==> src/sv/svpc_pkg.sv <==
// Shared types, constants and threshold helpers for the sampled-value protection check.
// No dependencies; every other file in sv/ imports this package.
package svpc_pkg;

   localparam int NUM_LANES  = 4;
   localparam int SMP_W      = 16;
   localparam int SEQ_W      = 17;
   localparam int OC_W       = 22;
   localparam int OV_W       = 23;
   localparam int CLR_W      = 16;
   localparam int RAW_W      = 32;
   localparam int OC_LIM_W   = 32;
   localparam int OV_LIM_W   = 34;
   localparam int CSR_IDX_W  = 2;
   localparam int CSR_DATA_W = 23;

   // Scaling divisor: raw milli-units to engineering units
   localparam logic [OC_LIM_W-1:0]        OC_SCALE = 32'd1000;
   localparam logic signed [OV_LIM_W-1:0] OV_SCALE = 34'sd1000;

   // Reset values (limits are pre-scaled: oc 400 -> 401000, ov 2 -> 3000)
   localparam logic [OC_LIM_W-1:0]        OC_LIM_RESET       = 32'd401000;
   localparam logic signed [OV_LIM_W-1:0] OV_LIM_RESET       = 34'sd3000;
   localparam logic [CLR_W-1:0]           CLEAR_PERIOD_RESET = 16'd2000;
   localparam logic [SEQ_W-1:0]           SEQ_MODULUS_RESET  = 17'd4000;

   typedef enum logic [CSR_IDX_W-1:0] {
      CSR_OC_THRESHOLD = 2'd0,
      CSR_OV_THRESHOLD = 2'd1,
      CSR_CLEAR_PERIOD = 2'd2,
      CSR_SEQ_MODULUS  = 2'd3
   } csr_index_type;

   typedef struct packed {
      logic [SMP_W-1:0]        smp_cnt;
      logic                    payload_ok;
      logic signed [RAW_W-1:0] i_a;
      logic signed [RAW_W-1:0] i_b;
      logic signed [RAW_W-1:0] i_c;
      logic signed [RAW_W-1:0] i_n;
      logic signed [RAW_W-1:0] v_a;
      logic signed [RAW_W-1:0] v_b;
      logic signed [RAW_W-1:0] v_c;
      logic signed [RAW_W-1:0] v_n;
   } req_type;

   typedef struct packed {
      logic                 seq_ok;
      logic [NUM_LANES-1:0] oc_phase_flags;
      logic [NUM_LANES-1:0] ov_phase_flags;
      logic                 oc_trip_event;
      logic                 ov_trip_event;
      logic                 oc_latched;
      logic                 ov_latched;
      logic                 trip_general;
   } rsp_type;

   // Configuration as seen by the datapath
   typedef struct packed {
      logic [OC_LIM_W-1:0]        oc_lim;
      logic signed [OV_LIM_W-1:0] ov_lim;
      logic [CLR_W-1:0]           clear_period;
      logic [SEQ_W-1:0]           seq_modulus;
   } cfg_type;

   // Lane results held between the lanes and the merge stage
   typedef struct packed {
      logic [SMP_W-1:0]     smp_cnt;
      logic                 payload_ok;
      logic [NUM_LANES-1:0] oc_flags;
      logic [NUM_LANES-1:0] ov_flags;
   } stage_type;

   // trunc(|x|/1000) > t  <=>  |x| >= 1000*(t+1)
   function automatic logic [OC_LIM_W-1:0] oc_limit(input logic [OC_W-1:0] th);
      logic [OC_LIM_W-1:0] ext;
      ext = {{(OC_LIM_W-OC_W){1'b0}}, th} + OC_LIM_W'(1);
      return OC_LIM_W'(ext * OC_SCALE);
   endfunction

   // trunc(v/1000) > t  <=>  v >= 1000*(t+1) for t >= 0, v >= 1000*t + 1 for t < 0
   function automatic logic signed [OV_LIM_W-1:0] ov_limit(input logic [OV_W-1:0] th);
      logic signed [OV_LIM_W-1:0] ext;
      logic signed [OV_LIM_W-1:0] prod;
      ext  = $signed({{(OV_LIM_W-OV_W){th[OV_W-1]}}, th});
      prod = OV_LIM_W'(ext * OV_SCALE);
      if (th[OV_W-1]) begin
         return prod + OV_LIM_W'(1);
      end
      return prod + OV_SCALE;
   endfunction

endpackage

==> src/sv/svpc_lane.sv <==
// One phase lane: overcurrent and overvoltage tests against pre-scaled limits.
// Depends on svpc_pkg.
module svpc_lane
   import svpc_pkg::*;
(
   input  logic signed [RAW_W-1:0]    i_raw,
   input  logic signed [RAW_W-1:0]    v_raw,
   input  logic [OC_LIM_W-1:0]        oc_lim,
   input  logic signed [OV_LIM_W-1:0] ov_lim,
   output logic                       oc_flag,
   output logic                       ov_flag
);

   logic [RAW_W-1:0]           i_mag;
   logic signed [OV_LIM_W-1:0] v_ext;

   // Take the current magnitude; the most negative value maps to 2^31
   assign i_mag = i_raw[RAW_W-1] ? (~i_raw + RAW_W'(1)) : i_raw;

   // Compare magnitude against the scaled overcurrent limit
   assign oc_flag = ({{(OC_LIM_W-RAW_W){1'b0}}, i_mag} >= oc_lim);

   // Compare sign-extended voltage against the scaled overvoltage limit
   assign v_ext   = $signed({{(OV_LIM_W-RAW_W){v_raw[RAW_W-1]}}, v_raw});
   assign ov_flag = (v_ext >= ov_lim);

endmodule

==> src/sv/svpc_merge.sv <==
// Merge stage: sequence check, trip latches, clearing counter and result register.
// Depends on svpc_pkg.
module svpc_merge
   import svpc_pkg::*;
(
   input  logic      clock,
   input  logic      reset,
   input  logic      stage_valid,
   input  stage_type stage,
   input  cfg_type   cfg,
   input  logic      rsp_stall,
   output logic      stage_take,
   output logic      rsp_valid,
   output rsp_type   rsp_data
);

   logic             synced_ff, synced_in;
   logic [SEQ_W-1:0] expected_ff, expected_in;
   logic             oc_latch_ff, oc_latch_in;
   logic             ov_latch_ff, ov_latch_in;
   logic [CLR_W-1:0] frame_cnt_ff, frame_cnt_in;
   logic             rsp_valid_ff, rsp_valid_in;
   rsp_type          rsp_ff, rsp_in;
   logic [SEQ_W-1:0] expected_inc;
   logic             seq_ok;
   logic [NUM_LANES-1:0] oc_flags, ov_flags;
   logic             oc_event, ov_event;

   // Move the staged request on when the result register is free or being drained
   assign stage_take = stage_valid && (!rsp_valid_ff || !rsp_stall);

   // Check sample counter continuity
   assign expected_inc = expected_ff + SEQ_W'(1);
   always_comb begin
      synced_in   = synced_ff;
      expected_in = expected_ff;
      seq_ok      = 1'b0;
      priority if (!synced_ff) begin
         synced_in   = 1'b1;
         expected_in = {1'b0, stage.smp_cnt} + SEQ_W'(1);
         seq_ok      = 1'b1;
      end else if (expected_ff == {1'b0, stage.smp_cnt}) begin
         expected_in = (expected_inc == cfg.seq_modulus) ? '0 : expected_inc;
         seq_ok      = 1'b1;
      end else begin
         synced_in = 1'b0;
      end
   end

   // Combine lane flags, set the latches, then apply the periodic clear
   always_comb begin
      oc_flags     = stage.payload_ok ? stage.oc_flags : '0;
      ov_flags     = stage.payload_ok ? stage.ov_flags : '0;
      oc_event     = 1'b0;
      ov_event     = 1'b0;
      oc_latch_in  = oc_latch_ff;
      ov_latch_in  = ov_latch_ff;
      frame_cnt_in = frame_cnt_ff;
      if (stage.payload_ok) begin
         if (|oc_flags) begin
            oc_event    = !oc_latch_ff;
            oc_latch_in = 1'b1;
         end
         if (|ov_flags) begin
            ov_event    = !ov_latch_ff;
            ov_latch_in = 1'b1;
         end
         if (frame_cnt_ff == cfg.clear_period) begin
            oc_latch_in = 1'b0;
         end
         if (frame_cnt_ff >= cfg.clear_period) begin
            ov_latch_in  = 1'b0;
            frame_cnt_in = '0;
         end else begin
            frame_cnt_in = frame_cnt_ff + CLR_W'(1);
         end
      end
   end

   // Assemble the result
   always_comb begin
      rsp_in.seq_ok         = seq_ok;
      rsp_in.oc_phase_flags = oc_flags;
      rsp_in.ov_phase_flags = ov_flags;
      rsp_in.oc_trip_event  = oc_event;
      rsp_in.ov_trip_event  = ov_event;
      rsp_in.oc_latched     = oc_latch_in;
      rsp_in.ov_latched     = ov_latch_in;
      rsp_in.trip_general   = oc_latch_in || ov_latch_in;
   end

   // Hold the result while stalled, drop valid once taken
   always_comb begin
      rsp_valid_in = rsp_valid_ff;
      if (stage_take) begin
         rsp_valid_in = 1'b1;
      end else if (!rsp_stall) begin
         rsp_valid_in = 1'b0;
      end
   end

   always_ff @(posedge clock) begin
      if (reset) begin
         synced_ff    <= 1'b0;
         expected_ff  <= '0;
         oc_latch_ff  <= 1'b0;
         ov_latch_ff  <= 1'b0;
         frame_cnt_ff <= '0;
         rsp_valid_ff <= 1'b0;
      end else begin
         rsp_valid_ff <= rsp_valid_in;
         if (stage_take) begin
            synced_ff    <= synced_in;
            expected_ff  <= expected_in;
            oc_latch_ff  <= oc_latch_in;
            ov_latch_ff  <= ov_latch_in;
            frame_cnt_ff <= frame_cnt_in;
         end
      end
   end

   always_ff @(posedge clock) begin
      if (stage_take) begin
         rsp_ff <= rsp_in;
      end
   end

   assign rsp_valid = rsp_valid_ff;
   assign rsp_data  = rsp_ff;

endmodule

==> src/sv/sampled_value_protection_check.sv <==
// Sampled-value protection check: top level with configuration registers,
// lane stage and merge stage. Depends on svpc_pkg, svpc_lane and svpc_merge.
//
// Usage:
//   req_*  : one sampled-value frame per request (sample counter, payload flag,
//            four currents, four voltages). Accepted when req_valid && !req_stall.
//   rsp_*  : one result per request, in order. Taken when rsp_valid && !rsp_stall.
//   csr_*  : register writes (index 0 oc_threshold, 1 ov_threshold,
//            2 clear_period, 3 seq_modulus); csr_ready is always high.
//            Thresholds are pre-scaled by 1000 on write, so write only while idle.
// Path: an accepted request is registered in the lane stage, then in the result
//   register that drives rsp_*; a stall can hold it in either register.
// Throughput: one request per cycle while rsp_* is not stalled; four phase lanes
//   test every phase of a frame in parallel, and the merge stage updates the
//   sequence and trip state once per request it takes.
// Stall: a stalled result holds in the output register while one more request
//   is taken into the lane stage; req_stall rises only when both are full.
// Reset (synchronous, active high): registers return to 400, 2, 2000 and 4000,
//   sequence sync is dropped, trip latches and frame counter clear.
module sampled_value_protection_check
   import svpc_pkg::*;
(
   input  logic                  clock,
   input  logic                  reset,
   input  logic                  req_valid,
   output logic                  req_stall,
   input  req_type               req_data,
   output logic                  rsp_valid,
   input  logic                  rsp_stall,
   output rsp_type               rsp_data,
   input  logic                  csr_valid,
   output logic                  csr_ready,
   input  logic [CSR_IDX_W-1:0]  csr_index,
   input  logic [CSR_DATA_W-1:0] csr_data
);

   cfg_type              cfg_ff, cfg_in;
   stage_type            stage_ff, stage_in;
   logic                 stage_valid_ff, stage_valid_in;
   logic                 stage_take;
   logic                 req_accept;
   logic [NUM_LANES-1:0] oc_flag, ov_flag;
   logic signed [RAW_W-1:0] i_raw [NUM_LANES];
   logic signed [RAW_W-1:0] v_raw [NUM_LANES];

   // Register writes, limits scaled on the way in
   assign csr_ready = 1'b1;
   always_comb begin
      cfg_in = cfg_ff;
      if (csr_valid) begin
         unique case (csr_index_type'(csr_index))
            CSR_OC_THRESHOLD: cfg_in.oc_lim       = oc_limit(csr_data[OC_W-1:0]);
            CSR_OV_THRESHOLD: cfg_in.ov_lim       = ov_limit(csr_data[OV_W-1:0]);
            CSR_CLEAR_PERIOD: cfg_in.clear_period = csr_data[CLR_W-1:0];
            CSR_SEQ_MODULUS:  cfg_in.seq_modulus  = csr_data[SEQ_W-1:0];
            default:          cfg_in = cfg_ff;
         endcase
      end
   end

   always_ff @(posedge clock) begin
      if (reset) begin
         cfg_ff.oc_lim       <= OC_LIM_RESET;
         cfg_ff.ov_lim       <= OV_LIM_RESET;
         cfg_ff.clear_period <= CLEAR_PERIOD_RESET;
         cfg_ff.seq_modulus  <= SEQ_MODULUS_RESET;
      end else begin
         cfg_ff <= cfg_in;
      end
   end

   // Spread the phases over the lanes
   assign i_raw[0] = req_data.i_a;
   assign i_raw[1] = req_data.i_b;
   assign i_raw[2] = req_data.i_c;
   assign i_raw[3] = req_data.i_n;
   assign v_raw[0] = req_data.v_a;
   assign v_raw[1] = req_data.v_b;
   assign v_raw[2] = req_data.v_c;
   assign v_raw[3] = req_data.v_n;

   for (genvar g = 0; g < NUM_LANES; g++) begin : g_lane
      svpc_lane u_lane (
         .i_raw   (i_raw[g]),
         .v_raw   (v_raw[g]),
         .oc_lim  (cfg_ff.oc_lim),
         .ov_lim  (cfg_ff.ov_lim),
         .oc_flag (oc_flag[g]),
         .ov_flag (ov_flag[g])
      );
   end

   // Accept a request whenever the lane stage is empty or draining
   assign req_stall  = stage_valid_ff && !stage_take;
   assign req_accept = req_valid && !req_stall;

   always_comb begin
      stage_in.smp_cnt    = req_data.smp_cnt;
      stage_in.payload_ok = req_data.payload_ok;
      stage_in.oc_flags   = oc_flag;
      stage_in.ov_flags   = ov_flag;
      stage_valid_in      = stage_valid_ff;
      if (req_accept) begin
         stage_valid_in = 1'b1;
      end else if (stage_take) begin
         stage_valid_in = 1'b0;
      end
   end

   always_ff @(posedge clock) begin
      if (reset) begin
         stage_valid_ff <= 1'b0;
      end else begin
         stage_valid_ff <= stage_valid_in;
      end
   end

   always_ff @(posedge clock) begin
      if (req_accept) begin
         stage_ff <= stage_in;
      end
   end

   // Merge lane results into sequence and trip state
   svpc_merge u_merge (
      .clock       (clock),
      .reset       (reset),
      .stage_valid (stage_valid_ff),
      .stage       (stage_ff),
      .cfg         (cfg_ff),
      .rsp_stall   (rsp_stall),
      .stage_take  (stage_take),
      .rsp_valid   (rsp_valid),
      .rsp_data    (rsp_data)
   );

   // An accepted request always lands in the lane stage
   a_accept_stages: assert property (@(posedge clock) disable iff (reset)
      req_accept |=> stage_valid_ff)
      else $error("accepted request not held in lane stage");

   // A staged request that moves on always produces a result
   a_take_result: assert property (@(posedge clock) disable iff (reset)
      stage_take |=> rsp_valid)
      else $error("staged request lost before result register");

   // A trip event needs at least one flagged phase
   a_oc_event_flags: assert property (@(posedge clock) disable iff (reset)
      (rsp_valid && rsp_data.oc_trip_event) |-> (rsp_data.oc_phase_flags != '0))
      else $error("overcurrent event without flagged phase");

   a_ov_event_flags: assert property (@(posedge clock) disable iff (reset)
      (rsp_valid && rsp_data.ov_trip_event) |-> (rsp_data.ov_phase_flags != '0))
      else $error("overvoltage event without flagged phase");

endmodule
==> config.mk <==
export PLATFORM = sky130hd
export DESIGN_NAME = sampled_value_protection_check
export DESIGN_NICKNAME = d
export VERILOG_FILES = /design/src/sv/svpc_pkg.sv /design/src/sv/svpc_lane.sv /design/src/sv/svpc_merge.sv /design/src/sv/sampled_value_protection_check.sv
export SDC_FILE = /design/constraint.sdc
export NUM_CORES = 1
export LEC_CHECK = 0
export ABC_AREA = 1
export BUFFER_PORTS_ARGS = -buffer_cell sky130_fd_sc_hd__buf_2
export CAP_MARGIN = 20
export CORE_ASPECT_RATIO = 1.2
export CORE_MARGIN = 2
export CORE_UTILIZATION = 55
export DETAILED_ROUTE_END_ITERATION = 10
export PLACE_DENSITY = 0.79
export SLEW_MARGIN = 20
export SYNTH_ARGS = -nofsm -noshare
export SYNTH_HDL_FRONTEND = slang
export SYNTH_SLANG_ARGS = --single-unit
==> constraint.sdc <==
create_clock -name clock -period 4.9 [get_ports clock]
set_input_delay 0 -clock clock [delete_from_list [all_inputs] [get_ports clock]]
set_output_delay 0 -clock clock [all_outputs]
set_load 0.05 [all_outputs]
==> results.json <==
{
  "muxShareOfSynthArea_pct": 0,
  "portBuffers": 318,
  "final_util_pct": 66.0,
  "fin_crit_sh_pct": 95.7,
  "min_period_ns": 4.69,
  "insertion_delay_ns": 0.46,
  "h-tree-depth": 4,
  "setup_viol": 0,
  "vias": 25700,
  "synth_common_cells": "786 x inv_1, 691 x nand2_1, 407 x ha_1",
  "r2r-end": "u_merge.frame_cnt_ff[8]",
  "clock_skew_ns": 0.0172,
  "cp_num_cells": 30,
  "synth_top_area_share_pct": 19.3,
  "grt_pass1_vias": 24200,
  "status": "finished, final reports clean",
  "p_leak_nw": 16.4,
  "drive_above_1_share_pct": 16.3,
  "grt.busiest_layer": "met2",
  "max_slew_margin_pct": 30.7,
  "startpoint_type": "input port",
  "clk_pin_slew_worst_paths_ns": 0.07,
  "core_area_mm2": 0.0471,
  "syn_area_per_cell_um2": 7.07,
  "synth_top_family_by_area": "adder cells",
  "endpoint": "cfg_ff[98]",
  "yosys-top-cells-area": "ha_1 19%, fa_1 12%, inv_1 11%",
  "yosys_most_used_dff": "dfxtp_1",
  "reg2regPathDepth": 13,
  "path_delay_family": "adder cells",
  "p_sw_share_pct": 52.1,
  "finalMaxSlewViolations": 0,
  "yosys.area.top_type": "ha_1",
  "antenna_found_initial": 12,
  "drt_first_iter_violations": 1636,
  "drc": 0,
  "overflow": 0,
  "crit_path_max_fanout": 4,
  "synth_compound_area_share_pct": 12.8,
  "gp_congestion": 0.990,
  "wl_per_cell_um": 14.8,
  "ant_nets": 0,
  "dp_cells": 4773,
  "worst-path-buf-inv": 8,
  "worstHoldStart": "csr_data[11]",
  "ys_async_sr_fraction_pct": 0,
  "comb_power_share_pct": 78.9,
  "ys_ff_latch": 171,
  "fmax_mhz": 213,
  "clkPwrFrac_pct": 9.7,
  "p_sw_mw": 7.37,
  "synth_area_mm2": 0.0264,
  "yosysMostFrequentCell": "inv_1",
  "synthSimpleGateAreaFrac_pct": 22.5,
  "drt_wl_total_mm": 71.7,
  "critical_path_class": "in2reg",
  "crit_start": "csr_data[2]",
  "grt_max_degree": 69,
  "slowest_stage": "fa_1",
  "grt_pass1_wl_mm": 115,
  "floorplan.initialDensity_pct": 55.9,
  "ios": 320,
  "globalRouteMet3Util_pct": 3.33,
  "rsz0062_at_grt": "true",
  "rr_startpoint": "cfg_ff[32]",
  "grt_usage_pct": 28.4,
  "cpPeakStageDelay_ns": 0.54,
  "dieWidth_um": 204,
  "crit_path_end_kind": "flop",
  "die-area_mm2": 0.0497,
  "required_ns": 5.30,
  "max_cap_violations": 0,
  "cp.arrival_ns": 5.09,
  "synthCells": 3728,
  "synth_cell_types": 64,
  "tightest_slew_ns": 1.04,
  "yosysWarnings": 0,
  "irDropWorstVdd_mv": 0.629,
  "powerDensity_mw_per_mm2": 455,
  "die_h_um": 244,
  "cts_sinks": 171,
  "synthAdderAreaFrac_pct": 31.6,
  "p_int_mw": 6.78,
  "p_seq_share_pct": 11.4,
  "rrSetupSlack_ns": 2.24,
  "dp_hpwl_mm": 60.7,
  "rows": 87,
  "firstDrtPassIters": 7,
  "synth_nets": 4600,
  "hold_path.class": "in2reg",
  "root_buffer": "clkbuf_16",
  "finalPower_mw": 14.2,
  "via_per_inst": 5.29,
  "finalHoldViolations": 0,
  "numCtsBuffers": 17,
  "nets": 5073,
  "use_met2_pct": 50.0,
  "crit_top_cell": "inv_1",
  "whs_path_depth": 4,
  "synth_edf_count": 39,
  "seq_area_frac_synth_pct": 14.5,
  "final_cell_count_no_fill": 4848,
  "cts_max_path_buffers": 2,
  "synth_xor_area_share_pct": 6.31,
  "cts_tree": "done",
  "met1_usage_pct": 36.0,
  "syn2layout_area_growth_pct": 18.0
}
worst min-delay path, cell delays in order:
cell,delay [ns]
buf_2,0.15
buf_4,0.17
a21oi_1,0.07
o21ai_0,0.06
per-layer routing:
layer | up-vias | routed length [µm] | share of wire, %
met5 | - | 67 | 0.093
met4 | 10 | 2020 | 2.8
met3 | 145 | 3690 | 5.1
met2 | 689 | 35400 | 49
met1 | 11800 | 30500 | 43
li1 | 13000 | - | -
metrics by stage:
stage / setup WS [ns] / hold WS (ns) / area (µm²) / setup TNS (ns)
detailed placement: -0.398 / 0.179 / 29800 / -2.97
floorplan: 0.00753 / 0.0989 / 26500 / 0
global placement: -0.260 / 0.177 / 29800 / -1.45
CTS: 0.0581 / 0.00898 / 30700 / 0
finish: 0.212 / 0.0274 / 31100 / 0
global route: -0.111 / 0.0345 / 31100 / -0.457
registers in the layout, summed over array words and instances (netlist names):
name / cells
u_merge.ov_latch_ff: 1
u_merge.synced_ff: 1
u_merge.expected_ff: 17
u_merge.rsp_valid: 1
u_merge.frame_cnt_ff: 16
u_merge.oc_latch_ff: 1
stage_valid_ff: 1
u_merge.rsp_data: 14
cfg_ff: 94
stage_ff: 25
power groups by stage:
stage / logic (mW) / clock network [mW] / registers, mW
final: 11.2 / 1.38 / 1.61
after global routing: 12.6 / 1.46 / 1.62
after CTS: 10.6 / 1.40 / 1.61
after detailed placement: 10.5 / 0 / 1.64
after global placement: 10.3 / 0 / 1.64
after floorplan: 7.34 / 0 / 1.65
kinds of logic (layout without fill, tap and decap cells):
logic type	count (synthesis)	in the layout
flops	171	171
compound gates	605	605
fa+ha+maj	569	569
buf+inv	850	1336
simple gates	1343	1343
xor+xnor	189	189
other cells	1	12
timing repair:
| action | CTS | global route |
|---|---|---|
| setup buffers | 0 | 7 |
| hold buffers | 25 | 0 |
| gates resized for setup | 0 | 80 |
| hold endpoints to repair | 25 | 0 |
| endpoints found under the setup margin | 0 | 26 |
cell type report:
class	count	area [µm²]
clock buffer	19	454
antenna	11	27.5
inverter	797	3000
multi-input combinational	2707	19800
timing repair buffer	507	3080
tap	623	779
clock inverter	13	149
fill	4091	16000
sequential	171	3810
placed cells by master (no fill, tap or decap), types with 17 or more instances in the layout:
cell	count
buf_2	315
nand4_1	71
nor2_2	24
nor2_1	240
a211oi_1	17
edfxtp_1	39
xor2_1	117
nand2_2	30
nor3_1	43
nand3_1	165
buf_4	166
ha_1	393
inv_1	775
o211ai_1	34
fa_1	162
dlygate4sd3_1	25
xnor2_1	63
dfxtp_1	132
inv_2	17
a21oi_1	264
o21ai_1	18
o21ai_0	186
clkbuf_16	18
nand2_1	674
how the worst min path moves through the flow:
stage / slack, ns / endpoint
finish: 0.03 / cfg_ff[11]
global route: 0.03 / cfg_ff[11]
CTS: 0.009 / cfg_ff[11]
detailed placement: 0.18 / stage_ff[20]
global placement: 0.18 / stage_ff[11]
floorplan: 0.1 / stage_ff[10]
Note: power is estimated with default switching activity, not from simulation.
